[src/sv/assert_macros.svh]
// Assertion macros shared by the page cache state table RTL.
// No dependencies; included by modules that carry concurrent checks.
`ifndef ASSERT_MACROS_SVH
`define ASSERT_MACROS_SVH

// Check sampled on the rising clock edge, muted while reset is asserted (active low).
`define ASSERT_RST(label, clk, rstn, prop, msg) \
    label: assert property (@(posedge clk) disable iff (!rstn) prop) else $error(msg);

// Check sampled on the rising clock edge, live through reset as well.
`define ASSERT_ALWAYS(label, clk, prop, msg) \
    label: assert property (@(posedge clk) prop) else $error(msg);

`endif

[src/sv/pcst_ram.sv]
// Generic single-write, single-read RAM with registered read data.
// No dependencies; holds the page state table.
`default_nettype none

module pcst_ram #(
    parameter int WIDTH  = 8,
    parameter int DEPTH  = 16,
    parameter int ADDR_W = $clog2(DEPTH)
) (
    input  wire logic              aclk,
    input  wire logic              we,
    input  wire logic [ADDR_W-1:0] waddr,
    input  wire logic [WIDTH-1:0]  wdata,
    input  wire logic              re,
    input  wire logic [ADDR_W-1:0] raddr,
    output logic      [WIDTH-1:0]  rdata
);

    logic [WIDTH-1:0] mem_reg [DEPTH];

    // Write port
    always_ff @(posedge aclk) begin
        if (we) begin
            mem_reg[waddr] <= wdata;
        end
    end

    // Read port; same-address write in the same cycle returns old data
    always_ff @(posedge aclk) begin
        if (re) begin
            rdata <= mem_reg[raddr];
        end
    end

endmodule

`default_nettype wire

[config.mk]
export PLATFORM = sky130hd
export DESIGN_NAME = pcst_ram
export DESIGN_NICKNAME = d
export VERILOG_FILES = /design/src/sv/assert_macros.svh /design/src/sv/pcst_ram.sv
export SDC_FILE = /design/constraint.sdc
export NUM_CORES = 1
export LEC_CHECK = 0
export BUFFER_PORTS_ARGS = -buffer_cell sky130_fd_sc_hd__buf_2
export CAP_MARGIN = 20
export CORE_UTILIZATION = 30
export DETAILED_ROUTE_END_ITERATION = 7
export GPL_ROUTABILITY_DRIVEN = 0
export GPL_TIMING_DRIVEN = 0
export PLACE_DENSITY_LB_ADDON = 0.3
export SETUP_SLACK_MARGIN = 0.02
export SYNTH_ARGS = -nofsm -noshare
export SYNTH_HDL_FRONTEND = slang
export SYNTH_SLANG_ARGS = --single-unit
[constraint.sdc]
create_clock -name aclk -period 4.81 [get_ports aclk]
set_input_delay 0.962 -clock aclk [delete_from_list [all_inputs] [get_ports aclk]]
set_output_delay 0.962 -clock aclk [all_outputs]
set_load 0.1 [all_outputs]
==> results.sh <==
export IMPL_drv_cap=0
export IMPL_fp_dieH_um=134
export IMPL_power_density_mw_per_mm2=438
export IMPL_drt_initial_drc_count=301
export IMPL_ant_nets=0
export IMPL_die_x_um=134
export IMPL_syn_to_final_growth_pct=18.7
export IMPL_hp_class="reg2reg"
export IMPL_tns_ns=0
export IMPL_largest_reg_flops=128
export IMPL_place_area_sq_mm=0.00566
export IMPL_grt_pass1_wl_mm=15.6
export IMPL_core_area_sq_mm=0.0168
export IMPL_cts_setup_buffers=0
export IMPL_skew_ns=0.00412
export IMPL_cts_resized=0
export IMPL_r2r_cells=3
export IMPL_whs_path_depth=3
export IMPL_first_global_vias=2538
export IMPL_wl_mm=10.4
export IMPL_placedCellCount=478
export IMPL_finalNetCount=296
export IMPL_clk_latency_ns=0.41
export IMPL_grt_antenna_before_repair=0
export IMPL_synth_area_sq_mm=0.00523
export IMPL_worstSetupEndpoint="mem_reg[0][7]"
export IMPL_fillers=1578
export IMPL_hold_viol=0
export IMPL_slew_violations=0
export IMPL_dieArea_sq_mm=0.0180
export IMPL_start_util_pct=31.1
export IMPL_ys_seq_area_share_pct=78.1
export IMPL_cts_tree="done"
export IMPL_startpoint_type="input pin"
export IMPL_p_leak_nw=2.04
export IMPL_grt_usage_pct=12.5
export IMPL_rsz0062_at_grt="false"
export IMPL_path_class="in2reg"
export IMPL_crit_path_end_kind="register"
export IMPL_synth_fp_nets=248
export IMPL_avgRoutedWirePerCell_um=20.3
export IMPL_irDropWorstVdd_v=0.000313
export IMPL_worstReg2RegStart="mem_reg[5][2]"
export IMPL_drc=0
export IMPL_clk_pin_slew_ns=0.05
export IMPL_slew_headroom_pct=41.4
export IMPL_final_common_cell="edfxtp_1"
export IMPL_cp_required_ns=4.93
export IMPL_critPathMaxFanout=5
export IMPL_numCtsBuffers=17
export IMPL_drive_gt1_share_pct=28.6
export IMPL_min_period_ns=2.42
export IMPL_design_area_sq_mm=0.00620
export IMPL_vias=2379
export IMPL_antenna_cells=0
export IMPL_via_per_inst=4.66
export IMPL_htree_levels=4
export IMPL_fmax_mhz=414
export IMPL_worst_pin_slew_ns=0.876
export IMPL_reg2reg_setup_slack_ns=3.27
export IMPL_root_buffer="clkbuf_16"
export IMPL_ys_warn_count=0
export IMPL_grt_start_max_net_pins=17
export IMPL_arrival_ns=2.54
export IMPL_ioPinCount=27
export IMPL_multiInputGateArea_sq_mm=0.00106
export IMPL_final_cell_mix="edfxtp_1, buf_2, mux4_2"
export IMPL_setup_viol=0
export IMPL_dpl_hpwl_mm=6.67
export IMPL_synth_distinct_cells=18
export IMPL_placementRows=47
export IMPL_critPathLaunch="waddr[2]"
export IMPL_seqCellArea_sq_mm=0.00408
export IMPL_fin_crit_sh_pct=50.2
export IMPL_postLayoutCoreUtil_pct=36.9
export IMPL_cts_max_path_buffers=2
export IMPL_avgSynthCellArea_sq_um=22.8
export IMPL_status="complete, no violations"
export IMPL_postCtsHoldBufs=0
export IMPL_syn_inst=229
export IMPL_clock_sink_count=136
export IMPL_dr_pass1_iters=4
export IMPL_grt_overflow=0
export IMPL_r2r_end="rdata[2]"
export IMPL_synth_seq_cells=136
export IMPL_portBuffers=25
export IMPL_fin_cells=510
==> cell families after synthesis <==
kind of cell | count (synthesis) | synth area share (%)
and+or+nand+nor | 35 | 3.14
muxes | 32 | 14.8
AOI/OAI and AO/OA | 16 | 2.30
DFF | 136 | 78.1
buffers and inverters | 10 | 1.65
==> area by class of cell <==
type | instances | area share, %
Buffer | 10 | 1.39
Tap cell | 220 | 4.44
Clock buffer | 21 | 7.10
Timing Repair Buffer | 29 | 2.50
Multi-Input combinational cell | 83 | 17.0
Clock inverter | 11 | 1.71
Sequential cell | 136 | 65.8
==> how the worst min path moves through the flow <==
stage | startpoint | to | slack (ns)
after floorplan | mem_reg[7][0] | rdata[0] | 0.70
after global placement | mem_reg[8][2] | rdata[2] | 0.74
after detailed placement | mem_reg[9][2] | rdata[2] | 0.75
after CTS | mem_reg[11][2] | rdata[2] | 0.77
after global routing | mem_reg[9][2] | rdata[2] | 0.81
final | mem_reg[11][2] | rdata[2] | 0.76
==> where the power goes <==
| part | internal, W | switching (W) | total, W | leakage (nW) |
|---|---|---|---|---|
| clock | 0.000752 | 0.000455 | 0.00121 | 0.263 |
| sequential | 0.00134 | 0.00000532 | 0.00134 | 1.24 |
| combinational | 0.0000521 | 0.000116 | 0.000169 | 0.539 |
| total | 0.00214 | 0.000576 | 0.00272 | 2.04 |
==> cells in the mapped netlist <==
library cell | instances | area [sq um]
buf_4 | 1 | 7.51
buf_2 | 3 | 15.0
mux4_1 | 14 | 368
mux4_2 | 18 | 405
edfxtp_1 | 136 | 4080
nand2_1 | 9 | 33.8
nor2b_1 | 1 | 6.26
nand3b_1 | 2 | 15.0
nand2b_1 | 2 | 12.5
or3b_2 | 1 | 8.76
and2_1 | 1 | 6.26
clkdlybuf4s25_2 | 3 | 30.0
buf_6 | 3 | 33.8
nor2_1 | 13 | 48.8
a22oi_1 | 16 | 120
nor3_1 | 4 | 20.0
and2b_1 | 1 | 7.51
nand3_1 | 1 | 5.00
==> per-layer routing <==
metal	global-route usage [%]	vias to the layer above	wire length, um
li1	-	1078	-
met1	17.4	1230	4910
met2	18.8	61	4910
met3	3.51	10	457
met4	4.55	0	90
met5	0	-	0
==> worst max-delay path: stages <==
cell	delay, ns
buf_2	0.12
or3b_2	0.54
nor3_1	0.64
buf_4	0.27
==> metrics by stage <==
step | hold slack [ns] | power, W | setup slack [ns]
2_1_floorplan | 0.705 | 0.00147 | 2.36
3_3_place_gp | 0.741 | 0.00153 | 1.72
3_5_place_dp | 0.755 | 0.00154 | 1.94
4_1_cts | 0.770 | 0.00273 | 2.38
5_1_grt | 0.807 | 0.00279 | 2.32
6_report | 0.764 | 0.00272 | 2.39
No activity file was read; power rests on OpenSTA's default activity.
