**src/sv/assert_macros.svh**
```systemverilog
// Assertion macros shared by the page cache state table RTL.
// No dependencies; included by modules that carry concurrent checks.
`ifndef ASSERT_MACROS_SVH
`define ASSERT_MACROS_SVH

// Check sampled on the rising clock edge, muted while reset is asserted (active low).
`define ASSERT_RST(label, clk, rstn, prop, msg) \
    label: assert property (@(posedge clk) disable iff (!rstn) prop) else $error(msg);

// Check sampled on the rising clock edge, live through reset as well.
`define ASSERT_ALWAYS(label, clk, prop, msg) \
    label: assert property (@(posedge clk) prop) else $error(msg);

`endif

```
**src/sv/pcst_pkg.sv**
```systemverilog
// Types and constants for the page cache state table.
// No dependencies; used by pcst_update and page_cache_state_table_core.
`default_nettype none

package pcst_pkg;

    // Field widths fixed by the interface
    localparam int PCST_KIND_W  = 3;
    localparam int PCST_IDX_W   = 10;
    localparam int PCST_VER_W   = 5;
    localparam int PCST_PIU_W   = 11;

    // Default table depth
    localparam int PCST_PAGE_COUNT_MAX = 1024;

    // Configuration space
    localparam int                    PCST_PADDR_W          = 3;
    localparam logic                  PCST_REG_PAGES_IN_USE = 1'b0;
    localparam logic [PCST_PIU_W-1:0] PCST_PIU_RESET        = 11'd1024;

    // Event kinds
    typedef enum logic [PCST_KIND_W-1:0] {
        KIND_READ         = 3'd0,
        KIND_WRITE        = 3'd1,
        KIND_OTHER        = 3'd2,
        KIND_MARK         = 3'd3,
        KIND_RECLAIM      = 3'd4,
        KIND_PROMOTE_DONE = 3'd5
    } pcst_kind_t;

    // Per-page cache state
    typedef enum logic [1:0] {
        PG_UNCACHED  = 2'd0,
        PG_PENDING   = 2'd1,
        PG_PROMOTING = 2'd2,
        PG_CACHED    = 2'd3
    } pcst_page_state_t;

    // One table entry
    typedef struct packed {
        logic [PCST_VER_W-1:0] version;
        pcst_page_state_t      state;
    } pcst_entry_t;

    localparam int PCST_ENTRY_W = $bits(pcst_entry_t);

    // One result beat
    typedef struct packed {
        pcst_page_state_t      state_after;
        logic                  in_range;
        logic                  promote_write;
        logic [PCST_VER_W-1:0] promote_tag;
        logic                  start_promote;
        logic                  to_upper;
        logic                  to_lower;
    } pcst_result_t;

endpackage

`default_nettype wire

```
**src/sv/pcst_update.sv**
```systemverilog
// Event logic for one page: next entry and routing result.
// Depends on pcst_pkg.
`default_nettype none

module pcst_update
    import pcst_pkg::*;
(
    input  wire pcst_kind_t            kind,
    input  wire logic [PCST_VER_W-1:0] version_tag,
    input  wire logic                  in_range,
    input  wire pcst_entry_t           cur_entry,
    output pcst_entry_t                new_entry,
    output logic                       wr_en,
    output pcst_result_t               result
);

    always_comb begin
        new_entry = cur_entry;
        wr_en     = 1'b0;
        result    = '0;
        if (in_range) begin
            wr_en           = 1'b1;
            result.in_range = 1'b1;
            case (kind)
                KIND_READ: begin
                    if (cur_entry.state == PG_CACHED) begin
                        result.to_upper = 1'b1;
                    end else begin
                        result.to_lower = 1'b1;
                        if (cur_entry.state == PG_PENDING) begin
                            result.start_promote = 1'b1;
                            result.promote_tag   = cur_entry.version;
                            new_entry.state      = PG_PROMOTING;
                        end
                    end
                end
                KIND_WRITE: begin
                    result.to_lower = 1'b1;
                    if (cur_entry.state != PG_UNCACHED) begin
                        result.to_upper = 1'b1;
                        new_entry.state = PG_CACHED;
                    end
                end
                KIND_OTHER: begin
                    result.to_lower = 1'b1;
                end
                KIND_MARK: begin
                    if (cur_entry.state == PG_UNCACHED) begin
                        new_entry.state = PG_PENDING;
                    end
                end
                KIND_RECLAIM: begin
                    // version wraps at its field width
                    if (cur_entry.state != PG_UNCACHED) begin
                        new_entry.state   = PG_UNCACHED;
                        new_entry.version = cur_entry.version + 1'b1;
                    end
                end
                KIND_PROMOTE_DONE: begin
                    if (cur_entry.state == PG_PROMOTING && cur_entry.version == version_tag) begin
                        result.promote_write = 1'b1;
                        new_entry.state      = PG_CACHED;
                    end else begin
                        new_entry.state = PG_PENDING;
                    end
                end
                default: begin
                    // unused kinds leave the entry as is
                end
            endcase
            result.state_after = new_entry.state;
        end
    end

endmodule

`default_nettype wire

```
**config.mk**
```make
export PLATFORM = sky130hd
export DESIGN_NAME = pcst_update
export DESIGN_NICKNAME = d
export VERILOG_FILES = /design/src/sv/assert_macros.svh /design/src/sv/pcst_pkg.sv /design/src/sv/pcst_update.sv
export SDC_FILE = /design/constraint.sdc
export NUM_CORES = 1
export LEC_CHECK = 0
export BUFFER_PORTS_ARGS = -buffer_cell sky130_fd_sc_hd__buf_2
export CAP_MARGIN = 20
export CORE_AREA = 5 5 42 44
export DETAILED_ROUTE_END_ITERATION = 16
export DIE_AREA = 0 0 47 49
export PLACE_DENSITY_LB_ADDON = 0.05
export SYNTH_ARGS = -nofsm -noshare
export SYNTH_HDL_FRONTEND = slang
export SYNTH_SLANG_ARGS = --single-unit
```
**constraint.sdc**
```tcl
create_clock -name vclk -period 1.4
set_input_delay 0.07 -clock vclk [all_inputs]
set_output_delay 0.07 -clock vclk [all_outputs]
set_load 0.05 [all_outputs]
```
==> results of run 1 <==
[routing by layer]
metal  GRT usage  wire (um)  part of all wire  vias up
li1            -          -                 -      287
met1       0.119        516              0.38      246
met2       0.219        656              0.48       31
met3      0.0111        159              0.12        4
met4      0.0276         34             0.025        0
met5           0          0                 0        -
[cells in the final DEF (no fill, tap or decap), types with 2 or more instances in the layout]
| cell | netlist | routed |
|---|---|---|
| buf_2 | 0 | 34 |
| buf_4 | 2 | 9 |
| nor2_1 | 5 | 5 |
| xor2_1 | 6 | 5 |
| nand2_1 | 5 | 5 |
| inv_1 | 4 | 4 |
| nand4_1 | 3 | 3 |
| and2_4 | 0 | 3 |
| nand3b_1 | 3 | 3 |
| nand2b_1 | 3 | 2 |
| and2_2 | 0 | 2 |
| o21ai_0 | 3 | 2 |
| a21oi_1 | 3 | 2 |
| xnor2_4 | 0 | 2 |
[kinds of logic (layout without fill, tap and decap cells)]
family	count (synthesis)	in the layout	synth area share
xor gates and xnor gates	9	9	0.200
adders and majority gates	1	1	0.0317
muxes	1	1	0.0286
and+or+nand+nor	30	30	0.460
buffers and inverters	8	48	0.114
AOI/OAI and AO/OA	10	10	0.165
[what timing repair did]
action,in CTS,in global routing
setup endpoints to repair,0,4
hold buffers,0,0
gates resized for setup,0,3
setup buffers,0,0
[worst min-delay path by stage]
stage	cells past startpoint	slack (ps)	to
floorplan	1	200	result[2]
global route	3	570	new_entry[6]
global placement	3	570	new_entry[2]
finish	3	560	new_entry[6]
detailed placement	3	580	new_entry[6]
CTS	3	580	new_entry[6]
[per-stage QoR]
| stage | std cells | area, um^2 | hold slack, ps | util | worst slack, ps |
|---|---|---|---|---|---|
| floorplan | 59 | 487 | 204 | - | -288 |
| global placement | 115 | 713 | 572 | 0.509 | 19.0 |
| detailed placement | 115 | 713 | 581 | 0.509 | 18.5 |
| CTS | 115 | 713 | 582 | 0.509 | 18.5 |
| global route | 115 | 718 | 575 | 0.513 | 25.4 |
| finish | 115 | 718 | 555 | 0.513 | 94.8 |
[layout make-up]
| class | instances | area share |
|---|---|---|
| Timing Repair Buffer | 44 | 0.341 |
| Multi-Input combinational cell | 51 | 0.610 |
| Tap cell | 16 | 0.0279 |
| Inverter | 4 | 0.0209 |
[power by group through the flow]
stage                     Combinational [mW]  Sequential (mW)  Clock [mW]
final                                  0.265                0           0
after global routing                   0.283                0           0
after CTS                              0.266                0           0
after detailed placement               0.265                0           0
after global placement                 0.264                0           0
after floorplan                        0.177                0           0
[critical path, delay by kind of cell]
family	cells	cell delay [ps]
buf+inv	3	560
mux	1	310
simple gates	2	290
==> flow_summary_export.csv, run 1 <==
group,metric,value,unit
status,status,"finished, final reports clean",
pwr,seqPwrFrac,0,
job,cap_violations,0,
pwr,netSwitchingFraction,0.661,
setup_path,crit_slowest_cell,"mux2_1",
cells_and_area,final_layout_size_suffix_gt1_frac,0.586,
floorplanning,dieArea,2300,um^2
floorplanning,std_cell_rows,14,
setup_path,worst-path-max-fanout,9,
synthesis,synth.avg_cell_area,6.68,um^2
route,wl_per_cell,11.9,um
floorplanning,io_pins,36,
pwr,ir_drop,164,uV
global_route,grt_max_degree,10,
pwr,powerDensity,370,nW/um^2
global_route,grt_pass1_wl,2090,um
pwr,power_leakage,0.390,nW
synthesis,ys_top_cells_by_count,"and2_1, xor2_1, nand2_1, nor2_1, inv_1",
pwr,switching_power,0.175,mW
timing,finalSetupViolCount,0,
setup_path,critPathArrivalTime,1240,ps
setup_path,cp_common_cell,"buf_2",
setup_path,crit_start,"cur_entry[1]",
synthesis,yosysSeqAreaShare,0,
floorplanning,core,1400,um^2
setup_path,cpPeakStageDelay,310,ps
pwr,p_comb_frac,1.000,
route,firstDrtPassIters,4,
timing,fmax,766,MHz
floorplanning,initial_utilization,0.281,
setup_path,path_cells,"buf_2, nor2_1, nor3_4, buf_4, mux2_1, buf_2",
cells_and_area,multi_input_area,438,um^2
pwr,internal_power,0.0900,mW
synthesis,syn_inst,59,
synthesis,synth_area_leaders,"xor2_1, and2_1, xnor2_1, nand3b_1, nand2_1",
place,numPortBuffers,36,
timing,finalHoldViolCount,0,
cells_and_area,clkbuf_count,0,
route,drt_wl_total,1370,um
cells_and_area,nFlopsAndLatches,0,
global_route,grt_usage,0.113,
setup_path,crit_path_end_kind,"primary output",
synthesis,yosys.area.top_type,"xor2_1",
cells_and_area,area.sequential,0,um^2
route,routed_via_density,4.94,
global_route,first_global_vias,524,
cells_and_area,fillerInstances,157,
setup_path,critPathCapture,"new_entry[3]",
timing,min_period_over_period,0.932,
hold_path,hp-class,"in2out",
timing,post-route-min-period,1310,ps
synthesis,yosysWarnings,0,
global_route,antenna_found_initial,0,
synthesis,synth_cell_types,25,
route,dr_total_vias,568,
floorplanning,die_x,47,um
cells_and_area,antenna_cells,0,
global_route,gr-total-overflow,0,
pwr,power.share.clock,0,
synthesis,syn-num-nets,76,
hold_path,hold_start,"cur_entry[6]",
route,ant_nets,0,
setup_path,required,1330,ps
place,dp_hpwl,1190,um
timing,tns,0,ps
timing,max_slew_margin,0.770,
timing,worstMarginPinSlew,342,ps
synthesis,synth_area,394,um^2
cells_and_area,fin_nets,118,
place,gp_congestion,0.772,
cells_and_area,syn_to_final_growth,82.2,%
setup_path,crit_type,"in2out",
timing,maxSlewViolCount,0,
setup_path,start_kind,"input pin",
pwr,fin_total_pwr,0.265,mW
timing,rsz0062_at_grt,"false",
synthesis,yosysTopAreaCellShare,0.133,
route,drc_errors,0,
floorplanning,die_height,49,um
route,drtIter0Drc,2,
No activity file was read; power rests on OpenSTA's default activity.
==> inputs of run 2 (changes only) <==
PLACE_DENSITY = 0.65   (was not set)
PLACE_DENSITY_LB_ADDON = not set   (was 0.05)
SKIP_LAST_GASP = 1   (was not set)
clock period = 1.56 ns   (was 1.4 ns; I/O delays follow)
==> flow_summary_export.csv, run 2 (synthesis results as in run 1) <==
group,metric,value,unit
setup_path,crit_type,"in2out",
route,ant_nets,0,
cells_and_area,utilization,0.447,
route,drtIter0Drc,3,
floorplanning,initial_utilization,0.281,
timing,rsz0062_at_grt,"false",
setup_path,cpPeakStageDelay,290,ps
setup_path,crit_buf_inv,2,
global_route,first_global_vias,484,
place,numPortBuffers,36,
route,dr_total_vias,533,
hold_path,hp-class,"in2out",
setup_path,worst-path-max-fanout,9,
global_route,grt_usage,0.105,
setup_path,required,1480,ps
cells_and_area,layout.cells.non_filler,108,
route,drt_wl_total,1260,um
floorplanning,die_height,49,um
route,drc_errors,0,
timing,max_slew_margin,0.773,
pwr,power_leakage,0.351,nW
floorplanning,dieArea,2300,um^2
cells_and_area,final_layout_size_suffix_gt1_frac,0.533,
cells_and_area,area.sequential,0,um^2
setup_path,crit_path_end_kind,"primary output",
timing,fmax,691,MHz
floorplanning,io_pins,36,
cells_and_area,clkbuf_count,0,
timing,post-route-min-period,1450,ps
setup_path,crit_slowest_cell,"nor3_4",
place,dp_hpwl,1110,um
place,gp_congestion,0.740,
job,cap_violations,0,
setup_path,cp_common_cell,"buf_2",
global_route,antenna_found_initial,0,
cts,cts.repair.resized,0,
timing,maxSlewViolCount,0,
timing,finalHoldViolCount,0,
global_route,grt_max_degree,10,
route,firstDrtPassIters,3,
hold_path,hold_start,"in_range",
route,routed_via_density,4.94,
global_route,gr-total-overflow,0,
cells_and_area,syn_to_final_growth,59.0,%
place,dp_cells,108,
cells_and_area,antenna_cells,0,
setup_path,critPathArrivalTime,1370,ps
cells_and_area,final_common_cell,"buf_2",
route,wl_per_cell,11.6,um
cells_and_area,fin_nets,111,
cts,cts_hold_buffers,0,
setup_path,crit_start,"kind[1]",
floorplanning,die_x,47,um
floorplanning,std_cell_rows,14,
status,status,"finished, final reports clean",
timing,worstMarginPinSlew,337,ps
setup_path,path_cells,"buf_2, nand3b_1, nor3_4, nand4_1, xnor2_2, buf_2",
setup_path,cp_top_family,"simple AND/OR/NAND/NOR gates",
pwr,powerDensity,343,nW/um^2
global_route,grt_pass1_wl,2000,um
cells_and_area,mostFrequentLayoutCells,"buf_2, xor2_1, nor2_1, nand2_1, inv_1",
cts,post_cts_buffers,0,
setup_path,start_kind,"input pin",
floorplanning,core,1400,um^2
pwr,ir_drop,159,uV
cells_and_area,fillerInstances,154,
timing,finalSetupViolCount,0,
cells_and_area,multi_input_area,404,um^2
cells_and_area,nFlopsAndLatches,0,
timing,min_period_over_period,0.927,
==> run 2: cell types whose count changed in the layout (fill, tap and decap cells not counted) <==
cell | previous run | this run
xnor2_2 | 1 | 3
a21oi_1 | 2 | 3
a21oi_2 | 1 | 0
buf_2 | 34 | 36
xor2_2 | 1 | 0
xnor2_4 | 2 | 0
buf_4 | 9 | 1
xor2_1 | 5 | 6
clkbuf_4 | 1 | 0
==> run 2: layer usage <==
| layer | vias to the layer above | GRT usage | share of wire |
|---|---|---|---|
| met4 | 0 | 0 | 0 |
| met5 | - | 0 | 0 |
| li1 | 272 | - | - |
| met1 | 231 | 0.144 | 0.39 |
| met2 | 30 | 0.183 | 0.45 |
| met3 | 0 | 0.0111 | 0.16 |
==> run 2: area by class of cell <==
cell class                 count  area share
inverter                       4      0.0240
multi-input combinational     51       0.645
tap                           16      0.0319
timing repair buffer          37       0.299
==> run 2: worst paths after layout <==
| check | to | slack (ps) | cells after the start |
|---|---|---|---|
| worst min-delay path | wr_en | 510 | 2 |
| worst max-delay path | new_entry[6] | 110 | 6 |
==> run 2: power by group <==
group / internal [mW] / switching, mW
Sequential: 0 / 0
Combinational: 0.0647 / 0.150
Clock: 0 / 0
==> run 2: metrics by stage <==
stage | total power, mW | cell area, um^2 | setup slack, ps | hold WS (ps) | setup TNS, ps
floorplan | 0.152 | 449 | -144 | 220 | -260
global placement | 0.215 | 627 | 143 | 508 | 0
detailed placement | 0.217 | 627 | 99.6 | 508 | 0
CTS | 0.218 | 627 | 98.3 | 506 | 0
global route | 0.230 | 627 | 9.48 | 525 | 0
finish | 0.215 | 627 | 114 | 506 | 0
==> inputs of run 3 (changes only) <==
CORE_AREA = 2 2 39 41   (was 5 5 42 44)
DIE_AREA = 0 0 41 43   (was 0 0 47 49)
==> flow_summary_export.csv, run 3 (synthesis results as in run 1) <==
group,metric,value,unit
status,status,"finished, final reports clean",
global_route,antenna_found_initial,0,
global_route,first_global_vias,419,
global_route,grt_pass1_wl,1690,um
setup_path,crit_slowest_cell,"nor3_4",
hold_path,hp-class,"in2out",
cts,cts.repair.resized,0,
pwr,powerDensity,343,nW/um^2
place,numPortBuffers,36,
route,routed_via_density,4.83,
setup_path,critPathArrivalTime,1350,ps
pwr,fin_total_pwr,0.215,mW
route,drc_errors,0,
timing,min_period_over_period,0.913,
timing,finalSetupViolCount,0,
floorplanning,io_pins,36,
cells_and_area,area.sequential,0,um^2
timing,post-route-min-period,1420,ps
setup_path,cpPeakStageDelay,280,ps
timing,maxSlewViolCount,0,
place,dp_cells,108,
setup_path,crit_path_end_kind,"primary output",
route,dr_total_vias,522,
job,cap_violations,0,
timing,rsz0062_at_grt,"false",
cells_and_area,antenna_cells,0,
cells_and_area,syn_to_final_growth,59.0,%
floorplanning,dieArea,1760,um^2
pwr,power_leakage,0.351,nW
cells_and_area,final_common_cell,"buf_2",
floorplanning,die_height,43,um
place,pre_cts_ws,111,ps
setup_path,start_kind,"input pin",
timing,max_slew_margin,0.761,
floorplanning,std_cell_rows,14,
route,drt_wl_total,1130,um
setup_path,path_cells,"buf_2, nand3b_1, nor3_4, nand4_1, xnor2_2, buf_2",
floorplanning,die_x,41,um
setup_path,required,1480,ps
timing,finalHoldViolCount,0,
setup_path,critPathCapture,"new_entry[6]",
setup_path,worst-path-max-fanout,9,
cells_and_area,layout.cells.non_filler,108,
global_route,grt_max_degree,10,
timing,fmax,702,MHz
timing,worstMarginPinSlew,356,ps
floorplanning,initial_utilization,0.285,
route,wl_per_cell,10.5,um
cells_and_area,nFlopsAndLatches,0,
timing,whs,511,ps
cts,cts_hold_buffers,0,
cts,post_cts_buffers,0,
cells_and_area,fin_nets,111,
global_route,gr-total-overflow,0,
route,ant_nets,0,
pwr,ir_drop,161,uV
cells_and_area,clkbuf_count,0,
route,firstDrtPassIters,4,
setup_path,crit_type,"in2out",
cells_and_area,final_layout_size_suffix_gt1_frac,0.533,
floorplanning,core,1380,um^2
global_route,grt_usage,0.125,
setup_path,cp_common_cell,"buf_2",
place,dp_hpwl,956,um
place,gp_congestion,0.832,
route,drtIter0Drc,12,
setup_path,crit_start,"kind[1]",
cells_and_area,mostFrequentLayoutCells,"buf_2, xor2_1, nor2_1, nand2_1, inv_1",
timing,fin_ws,136,ps
[run 3: critical path, delay by kind of cell]
family / cells / cell delay (ps)
xor gates and xnor gates: 1 / 140
and+or+nand+nor: 3 / 700
buffers and inverters: 2 / 420
[run 3: report_power, final]
| group | internal, mW | switching (mW) | leakage, nW |
|---|---|---|---|
| sequential | 0 | 0 | 0 |
| combinational | 0.0647 | 0.150 | 0.351 |
| clock | 0 | 0 | 0 |
| total | 0.0647 | 0.150 | 0.351 |
[run 3: per-stage QoR]
stage / TNS (ps) / area (um^2) / utilization
CTS: 0 / 627 / 0.453
global placement: 0 / 627 / 0.453
finish: 0 / 627 / 0.453
global route: 0 / 627 / 0.453
detailed placement: 0 / 627 / 0.453
floorplan: -260 / 449 / -
[run 3: layer usage]
layer	vias up	routed length, um	GRT usage
met2	21	542	0.213
met5	-	0	0
li1	271	-	-
met3	0	84	0
met1	230	503	0.182
met4	0	0	0
[run 3: how the worst min path moves through the flow]
stage,slack (ps),cells after the start,endpoint,from
floorplan,220,1,result[2],kind[2]
global placement,510,2,wr_en,in_range
detailed placement,510,2,wr_en,in_range
CTS,510,2,wr_en,in_range
global route,530,2,wr_en,in_range
finish,510,2,wr_en,in_range
[run 3: layout make-up]
type,count,area [um^2]
Fill cell,163,757
Inverter,4,15.0
Multi-Input combinational cell,51,404
Tap cell,16,20.0
Timing Repair Buffer,37,188
